**config.mk**
```make
export PLATFORM = sky130hd
export DESIGN_NAME = mfde_ctrl
export DESIGN_NICKNAME = d
export VERILOG_FILES = /design/src/sv/mfde_pkg.sv /design/src/sv/mfde_ctrl.sv
export VERILOG_INCLUDE_DIRS = /design/src /design/src/sv
export SDC_FILE = /design/constraint.sdc
export NUM_CORES = 1
export LEC_CHECK = 0
export BUFFER_PORTS_ARGS = -buffer_cell sky130_fd_sc_hd__buf_2
export CAP_MARGIN = 10
export CORE_ASPECT_RATIO = 2
export CORE_UTILIZATION = 25
export DETAILED_ROUTE_END_ITERATION = 16
export GPL_TIMING_DRIVEN = 0
export PLACE_DENSITY = 0.51
export REMOVE_ABC_BUFFERS = 1
export SYNTH_ARGS = -nofsm -noshare
export SYNTH_HDL_FRONTEND = slang
export SYNTH_SLANG_ARGS = --single-unit
```
**constraint.sdc**
```tcl
create_clock -name clk_i -period 1.75 [get_ports clk_i]
set_input_delay 0.0875 -clock clk_i [delete_from_list [all_inputs] [get_ports clk_i]]
set_output_delay 0.0875 -clock clk_i [all_outputs]
set_load 0.01 [all_outputs]
```
**src/sv/mono_framebuffer_draw_engine_core_defines.svh**
```systemverilog
// Assertion macros shared by the draw engine modules
`ifndef MONO_FRAMEBUFFER_DRAW_ENGINE_CORE_DEFINES_SVH
`define MONO_FRAMEBUFFER_DRAW_ENGINE_CORE_DEFINES_SVH
// concurrent check, clocked on rising clk, muted while in reset
`define MFDE_ASSERT(label, clk, rst_n, prop) \
  label: assert property (@(posedge clk) disable iff (!rst_n) prop) \
    else $error("assertion failed");
// condition that must never be true on a rising clk outside reset
`define MFDE_ASSERT_NEVER(label, clk, rst_n, cond) \
  label: assert property (@(posedge clk) disable iff (!rst_n) !(cond)) \
    else $error("forbidden condition seen");
`endif

```
**src/sv/mfde_pkg.sv**
```systemverilog
// Shared types and constants of the frame store draw engine
package mfde_pkg;

  typedef enum logic [2:0] {
    CMD_SET    = 3'd0,
    CMD_CLR    = 3'd1,
    CMD_LINE   = 3'd2,
    CMD_CIRCLE = 3'd3,
    CMD_CLS    = 3'd4,
    CMD_READ   = 3'd5,
    CMD_NOP6   = 3'd6,
    CMD_NOP7   = 3'd7
  } cmd_e;

  typedef enum logic [3:0] {
    ST_IDLE,
    ST_CLS,
    ST_LSETUP,
    ST_LDIV,
    ST_LINE,
    ST_CSTEP,
    ST_CTEST,
    ST_CPLOT,
    ST_CADV,
    ST_RMW_RD,
    ST_RMW_WR,
    ST_RD,
    ST_RD2,
    ST_OUT
  } state_e;

  // controller -> datapath
  typedef struct packed {
    logic       load;       // capture the command beat
    logic       cls_start;  // zero the sweep counter
    logic       cls_write;  // write zero at sweep address, advance
    logic       line_setup; // compute dx, dy, start division
    logic       div_step;   // one restoring division step
    logic       line_pt;    // latch current line point as pending pixel
    logic       line_adv;   // advance line index
    logic       circ_init;  // a = 0, b = r
    logic       circ_chk;   // register the loop test
    logic       circ_pt;    // latch symmetric point (oct)
    logic       circ_adv;   // a++, with b-- / a-- correction
    logic       pix_single; // latch single pixel command
    logic       rmw_rd;     // issue memory read for pending pixel
    logic       rmw_wr;     // write modified byte
    logic       rd_issue;   // issue memory read for read command
    logic       rd_cap;     // capture read data
    logic [2:0] oct;        // symmetric point index
  } ctl_t;

  // datapath -> controller
  typedef struct packed {
    logic [2:0] cmd;
    logic       cls_last;
    logic       line_rej;
    logic       line_empty;
    logic       div_done;
    logic       line_last;
    logic       circ_zero;
    logic       circ_go;
    logic       pix_ok;
  } sts_t;

endpackage

```
**src/sv/mfde_ctrl.sv**
```systemverilog
// Controller state machine sequencing commands through the datapath
`include "mono_framebuffer_draw_engine_core_defines.svh"
module mfde_ctrl (
  input  logic           clk_i,
  input  logic           rst_ni,
  input  logic           in_valid_i,
  output logic           in_stall_o,
  output logic           out_valid_o,
  input  logic           out_stall_i,
  input  mfde_pkg::sts_t sts_i,
  output mfde_pkg::ctl_t ctl_o
);
  mfde_pkg::state_e state_q, state_d;
  mfde_pkg::state_e ret_q, ret_d;
  logic [2:0] oct_q, oct_d;
  logic       busy_q, busy_d;

  always_ff @(posedge clk_i or negedge rst_ni) begin
    if (!rst_ni) begin
      state_q <= mfde_pkg::ST_CLS;
      ret_q   <= mfde_pkg::ST_IDLE;
      oct_q   <= '0;
      busy_q  <= 1'b0;
    end else begin
      state_q <= state_d;
      ret_q   <= ret_d;
      oct_q   <= oct_d;
      busy_q  <= busy_d;
    end
  end

  always_comb begin
    state_d     = state_q;
    ret_d       = ret_q;
    oct_d       = oct_q;
    busy_d      = busy_q;
    ctl_o       = '0;
    ctl_o.oct   = oct_q;
    in_stall_o  = 1'b1;
    out_valid_o = 1'b0;
    case (state_q)
      mfde_pkg::ST_IDLE: begin
        in_stall_o = 1'b0;
        if (in_valid_i) begin
          ctl_o.load = 1'b1;
          busy_d     = 1'b1;
          state_d    = mfde_pkg::ST_LSETUP;
        end
      end
      mfde_pkg::ST_LSETUP: begin
        ret_d = mfde_pkg::ST_OUT;
        case (sts_i.cmd)
          mfde_pkg::CMD_SET, mfde_pkg::CMD_CLR: begin
            ctl_o.pix_single = 1'b1;
            state_d = mfde_pkg::ST_RMW_RD;
          end
          mfde_pkg::CMD_LINE: begin
            ctl_o.line_setup = 1'b1;
            state_d = sts_i.line_rej ? mfde_pkg::ST_OUT : mfde_pkg::ST_LDIV;
          end
          mfde_pkg::CMD_CIRCLE: begin
            if (sts_i.circ_zero) begin
              ctl_o.pix_single = 1'b1;
              state_d = mfde_pkg::ST_RMW_RD;
            end else begin
              ctl_o.circ_init = 1'b1;
              state_d = mfde_pkg::ST_CSTEP;
            end
          end
          mfde_pkg::CMD_CLS: begin
            ctl_o.cls_start = 1'b1;
            state_d = mfde_pkg::ST_CLS;
          end
          mfde_pkg::CMD_READ: begin
            ctl_o.rd_issue = 1'b1;
            state_d = mfde_pkg::ST_RD;
          end
          default: state_d = mfde_pkg::ST_OUT;
        endcase
      end
      mfde_pkg::ST_CLS: begin
        ctl_o.cls_write = 1'b1;
        if (sts_i.cls_last) state_d = busy_q ? mfde_pkg::ST_OUT : mfde_pkg::ST_IDLE;
      end
      mfde_pkg::ST_LDIV: begin
        if (sts_i.div_done) begin
          state_d = sts_i.line_empty ? mfde_pkg::ST_OUT : mfde_pkg::ST_LINE;
        end else begin
          ctl_o.div_step = 1'b1;
        end
      end
      mfde_pkg::ST_LINE: begin
        ctl_o.line_pt = 1'b1;
        ret_d   = sts_i.line_last ? mfde_pkg::ST_OUT : mfde_pkg::ST_LINE;
        state_d = mfde_pkg::ST_RMW_RD;
        ctl_o.line_adv = 1'b1;
      end
      mfde_pkg::ST_CSTEP: begin
        ctl_o.circ_chk = 1'b1;
        state_d = mfde_pkg::ST_CTEST;
      end
      mfde_pkg::ST_CTEST: begin
        oct_d   = '0;
        state_d = sts_i.circ_go ? mfde_pkg::ST_CPLOT : mfde_pkg::ST_OUT;
      end
      mfde_pkg::ST_CPLOT: begin
        ctl_o.circ_pt = 1'b1;
        oct_d   = oct_q + 3'd1;
        ret_d   = (oct_q == 3'd7) ? mfde_pkg::ST_CADV : mfde_pkg::ST_CPLOT;
        state_d = mfde_pkg::ST_RMW_RD;
      end
      mfde_pkg::ST_CADV: begin
        ctl_o.circ_adv = 1'b1;
        state_d = mfde_pkg::ST_CSTEP;
      end
      mfde_pkg::ST_RMW_RD: begin
        if (sts_i.pix_ok) begin
          ctl_o.rmw_rd = 1'b1;
          state_d = mfde_pkg::ST_RMW_WR;
        end else begin
          state_d = ret_q;
        end
      end
      mfde_pkg::ST_RMW_WR: begin
        ctl_o.rmw_wr = 1'b1;
        state_d = ret_q;
      end
      mfde_pkg::ST_RD: state_d = mfde_pkg::ST_RD2;
      mfde_pkg::ST_RD2: begin
        ctl_o.rd_cap = 1'b1;
        state_d = mfde_pkg::ST_OUT;
      end
      mfde_pkg::ST_OUT: begin
        out_valid_o = 1'b1;
        if (!out_stall_i) begin
          busy_d  = 1'b0;
          state_d = mfde_pkg::ST_IDLE;
        end
      end
      default: state_d = mfde_pkg::ST_IDLE;
    endcase
  end

  `MFDE_ASSERT(a_out_holds, clk_i, rst_ni,
    (out_valid_o && out_stall_i) |=> out_valid_o)
  `MFDE_ASSERT(a_accept_idle, clk_i, rst_ni,
    (!in_stall_o) |-> (state_q == mfde_pkg::ST_IDLE))
  `MFDE_ASSERT(a_out_busy, clk_i, rst_ni,
    out_valid_o |-> busy_q)
endmodule

```
==> impl_metrics.toml, run 1 <==
[synthesis]
ys_ff_latch = 12
yosys-top-cells-count = "15 x nand2_1, 14 x nor2_1, 11 x dfrtp_1"
avgSynthCellArea_um2 = 8.23
synth_cells = 141
synth.top_cell.area_share_pct = 23.7
synth_seq_area_share_pct = 26.0
synth_area_mm2 = 0.00116
synthFlopType = "dfrtp_1"
synthMostInstantiatedCell = "nand2_1"
ys_warn_count = 0
yosysUniqueCellTypes = 48
synth_edf_count = 0
synthAdderAreaFrac_pct = 2.16
synth_area_leader_cell = "dfrtp_1"
synth_compound_area_share_pct = 24.1
synth_top_family_by_area = "simple AND/OR/NAND/NOR gates"
synth_xor_area_share_pct = 1.40
synthSimpleGateAreaFrac_pct = 34.1
synthArstFlopShare_pct = 100
ys_top_cells_by_area = "dfrtp_1 24%, buf_6 5.8%, nand2b_1 5.4%"
synth_mux_area_share_pct = 1.73

[pwr]
seqPwrFrac_pct = 31.6
p_leak_nw = 0.614
power_frac_comb_pct = 56.1
powerDensity_mw_per_mm2 = 1750
p_clk_share_pct = 12.3
ir_worst_vdd_v = 0.000638
switching_share_pct = 48.9
intPower_mw = 1.26
power_switching_mw = 1.20

[cells_and_area]
seq_area_um2 = 314
nFillCells = 498
final_area_mm2 = 0.00141
multi_input_area_um2 = 743
fin_util_pct = 32.1
nNetsFinal = 190
areaGrowthSynthToFinish_pct = 21.1
antenna_cells = 0
drive_gt1_share_pct = 33.1

[timing]
worstMarginPinSlew_ns = 0.524
hold_violations = 0
layout_setup_ws_ns = 0.0778
timing.slew.headroom_pct = 64.8
setup_viol = 0
setup_tns_ns = 0
rsz0062_at_grt = "no"
drv_slew = 0
finalClockSkew_ns = 0.00213
fin_crit_ns = 1.67
fmax_mhz = 598
post-route-period-util_pct = 95.6

[global_routing]
grt_pass1_wl_mm = 5.25
grt_pass1_vias = 1130
antenna_found_initial = 0
grt.total_usage_pct = 13.9
grt_max_degree = 29
grt.overflow.total = 0

[critical_path]
required_ns = 1.66
crit_path_end_kind = "output port"
critPathArrivalTime_ns = 1.58
cp_max_fo = 15
critPathKind = "flop to output port"
start_kind = "flop"

[clock_network]
cts_buffers = 3
clk_pin_slew_ns = 0.05
cts_sinks = 12
cts_root_buffer = "clkbuf_8"
cts_buffer_depth = 2
clk_latency_ns = 0.24
tritoncts = "done"
cts.htree.levels = 1

[outcome]
status = "completed"

[floorplan]
rows = 34
design.die.area_mm2 = 0.00493
die_x_um = 50.2
coreArea_mm2 = 0.00438
initial_core_util_pct = 26.5
io_pins = 36
die_h_um = 98.3

[drt]
drt_iter0_drc = 15
num_vias = 1159
post-route-drc-count = 0
postRouteAntennaNets = 0
routed_wl_mm = 3.29
first_pass_iters = 4
wire_per_inst_um = 14.6
viasPerCell = 5.13

[placement]
dpl_cell_area_mm2 = 0.00130
post-place-ws_ns = -0.103
gp_congestion = 0.855
port_buffers = 35
hpwl_mm = 2.47

[run]
drv_cap = 0

[hold_path]
hold_class = "input pin to flop"
-- routing by layer --
metal  vias to the layer above  track usage (%)  wire [um]
met5                         -                0          0
met4                         0             9.23        149
met3                        12             1.09        133
met2                        34             24.4       1790
met1                       542             15.2       1220
li1                        571                -          -
-- flip-flops by register name, indices dropped and copies added (netlist names) --
name,cells
oct_q,3
state_q,4
busy_q,1
ret_q,4
-- critical path, stage by stage (launching register included) --
cell      delay [ns]
dfstp_4         0.53
nand2b_1        0.25
nor3_4          0.18
nand2_1         0.10
nor3_1          0.13
buf_2           0.15
-- layout make-up --
cell class,count,share of cell area [%]
multi-input cells,113,52.9
flip-flops and latches,12,22.4
repair buffers,38,14.7
well taps,54,4.81
clock buffers,4,3.92
inverters,5,1.34
-- cells in the final DEF, fill, tap and decap left out, drive strengths merged, types with 2 or more instances in the layout --
cell	synthesis	routed
a31oi	3	3
nand2b	12	12
nor2	15	15
clkbuf	1	5
a211oi	3	3
o21ai	12	12
nand3	4	4
nor2b	2	2
o211ai	3	3
and3	2	2
o22ai	2	2
buf	10	36
a21oi	3	3
inv	5	5
ha	2	2
nor4	2	2
a311oi	2	2
nand2	15	15
mux2i	2	2
nor3	11	11
nand3b	2	2
dfrtp	11	11
o211a	3	3
-- through the flow --
stage	power (mW)	cells	hold WS, ns
detailed placement	2.05	219	-0.0109
global route	2.66	226	0.151
floorplan	1.62	130	-0.208
CTS	2.39	224	0.122
global placement	2.07	219	-0.00838
finish	2.46	226	0.119
-- power groups by stage --
stage / registers (mW) / logic [mW] / clock network (mW)
floorplan: 0.703 / 0.921 / 0
global placement: 0.814 / 1.25 / 0
detailed placement: 0.806 / 1.25 / 0
CTS: 0.831 / 1.25 / 0.310
global route: 0.810 / 1.53 / 0.322
finish: 0.776 / 1.38 / 0.303
-- logic make-up after synthesis --
logic type | after synthesis
AOI/OAI and AO/OA | 39
buffers and inverters | 16
and+or+nand+nor | 69
xor gates and xnor gates | 1
muxes | 2
DFF | 12
adders and majority gates | 2
-- path summary, 6_finish.rpt --
path | from | end | slack [ns] | cells after the start
worst min register to register | oct_q[2] | oct_q[2] | 0.51 | 2
max in group asynchronous | rst_ni | state_q[0] | 1.22 | 2
worst max register to register | state_q[2] | state_q[3] | 0.14 | 5
min in group asynchronous | rst_ni | ret_q[3] | 0.26 | 2
worst min-delay path | out_stall_i | busy_q | 0.12 | 3
worst max-delay path | state_q[0] | ctl_o[11] | 0.08 | 5
-- repair_timing --
action | CTS | global route
setup endpoints to repair | 27 | 9
resized for setup | 6 | 2
pin swaps | 0 | 0
hold buffers | 1 | 0
buffers inserted | 0 | 2
endpoints found under the hold margin | 12 | 0
Power figures use the tool's default switching activity.
==> run 2, diff against run 1 <==
--- a/config.mk
+++ b/config.mk
@@ -7,8 +7,6 @@
 export NUM_CORES = 1
 export LEC_CHECK = 0
 export BUFFER_PORTS_ARGS = -buffer_cell sky130_fd_sc_hd__buf_2
-export CAP_MARGIN = 10
-export CORE_ASPECT_RATIO = 2
 export CORE_UTILIZATION = 25
 export DETAILED_ROUTE_END_ITERATION = 16
 export GPL_TIMING_DRIVEN = 0
==> impl_metrics.toml, run 2 (synthesized netlist as in run 1, its figures left out) <==
[outcome]
status = "completed"

[critical_path]
start_kind = "flop"
crit_path_end_kind = "output port"
critPathArrivalTime_ns = 1.56
required_ns = 1.66
worstPathCellList = "buf_4 -> nand2b_4 -> nor2_1 -> buf_2"
cp_max_fo = 16
crit_slowest_cell = "dfrtp_4"
critPathKind = "flop to output port"
worst-path-buf-inv = 2
rrSetupSlack_ns = 0.15
cp_top_family = "flip-flops"
slowest_delay_ns = 0.57

[pwr]
p_leak_nw = 0.638
total_power_mw = 2.54
ir_worst_vdd_v = 0.000636
powerDensity_mw_per_mm2 = 1760

[timing]
worstMarginPinSlew_ns = 0.419
post-route-period-util_pct = 94.2
timing.slew.headroom_pct = 71.8
setup_viol = 0
fmax_mhz = 606
hold_violations = 0
layout_setup_ws_ns = 0.101
drv_slew = 0
holdWs_ns = 0.118
rsz0062_at_grt = "no"
finalClockSkew_ns = 0.00207
fin_crit_ns = 1.65

[global_routing]
grt.overflow.total = 0
grt_pass1_wl_mm = 5.05
antenna_found_initial = 0
grt.total_usage_pct = 12.6
grt_max_degree = 29
grt_pass1_vias = 1098

[clock_network]
clk_pin_slew_ns = 0.05
cts_sinks = 12
tritoncts = "done"
cts_buffer_depth = 2
cts_buffers = 3
cts_root_buffer = "clkbuf_8"
clk_latency_ns = 0.24
cts.htree.levels = 1

[cells_and_area]
layout_common_cells = "35 x buf_2, 15 x nand2_1, 14 x nor2_1"
antenna_cells = 0
areaGrowthSynthToFinish_pct = 23.9
fin_cells = 228
reg_top3 = "ret_q: 4 flops, state_q: 4 flops, oct_q: 3 flops"
nFillCells = 484
drive_gt1_share_pct = 34.7
seq_area_um2 = 317
nNetsFinal = 194
final_common_cell = "buf_2"
multi_input_area_um2 = 748

[hold_path]
hold_class = "input pin to flop"

[drt]
routed_wl_mm = 3.21
drt_iter0_drc = 26
num_vias = 1166
first_pass_iters = 4
postRouteAntennaNets = 0
post-route-drc-count = 0
wire_per_inst_um = 14.1
viasPerCell = 5.11

[placement]
gp_congestion = 0.802
dp_cells = 217
port_buffers = 35
post-place-ws_ns = -0.115
hpwl_mm = 2.22

[run]
drv_cap = 0

[floorplan]
design.die.area_mm2 = 0.00492
die_x_um = 70.1
die_h_um = 70.1
rows = 24
io_pins = 36
coreArea_mm2 = 0.00441
initial_core_util_pct = 26.3
-- run 2: timing repair --
| item | in CTS | in global routing |
|---|---|---|
| hold endpoints to repair | 12 | 0 |
| gates resized for setup | 6 | 4 |
| setup buffers | 0 | 6 |
| endpoints found under the setup margin | 24 | 8 |
| hold buffers | 1 | 0 |
-- run 2: worst paths after layout --
kind / from / depth (start not counted) / to
min in group asynchronous: rst_ni / 2 / ret_q[0]
min: out_stall_i / 3 / state_q[3]
max: state_q[3] / 4 / ctl_o[9]
max in group asynchronous: rst_ni / 2 / state_q[0]
max reg2reg: state_q[3] / 6 / state_q[3]
min reg2reg: oct_q[1] / 2 / oct_q[1]
-- run 2: area by class of cell --
cell class                 count  area share [%]
clock buffer                   4            3.83
inverter                       5            1.31
multi-input combinational    113            52.0
sequential                    12            22.0
tap                           52            4.53
timing repair buffer          42            16.3
-- run 2: tightest hold or removal path, stage by stage --
cell	delay [ns]
buf_2	0.10
nand2_1	0.06
o21ai_1	0.07
-- run 2: metal layers --
metal	vias up	wire length, um	GRT usage, %
met5	-	0	0
met4	0	52	4.89
met3	6	153	2.31
met2	34	1460	20.2
met1	547	1540	16.8
li1	579	-	-
-- run 2: stage by stage --
step | setup TNS (ns) | cell area [um^2] | utilization [%]
finish | 0 | 1440 | 32.6
global route | 0 | 1440 | 32.6
CTS | 0 | 1370 | 31.1
detailed placement | -0.473 | 1300 | 29.4
global placement | -0.952 | 1300 | 29.4
floorplan | 0 | 1060 | -
-- run 2: report_power, final --
part,total [mW],internal [mW],switching (mW)
Clock,0.299,0.199,0.100
Combinational,1.47,0.687,0.779
Sequential,0.771,0.439,0.332
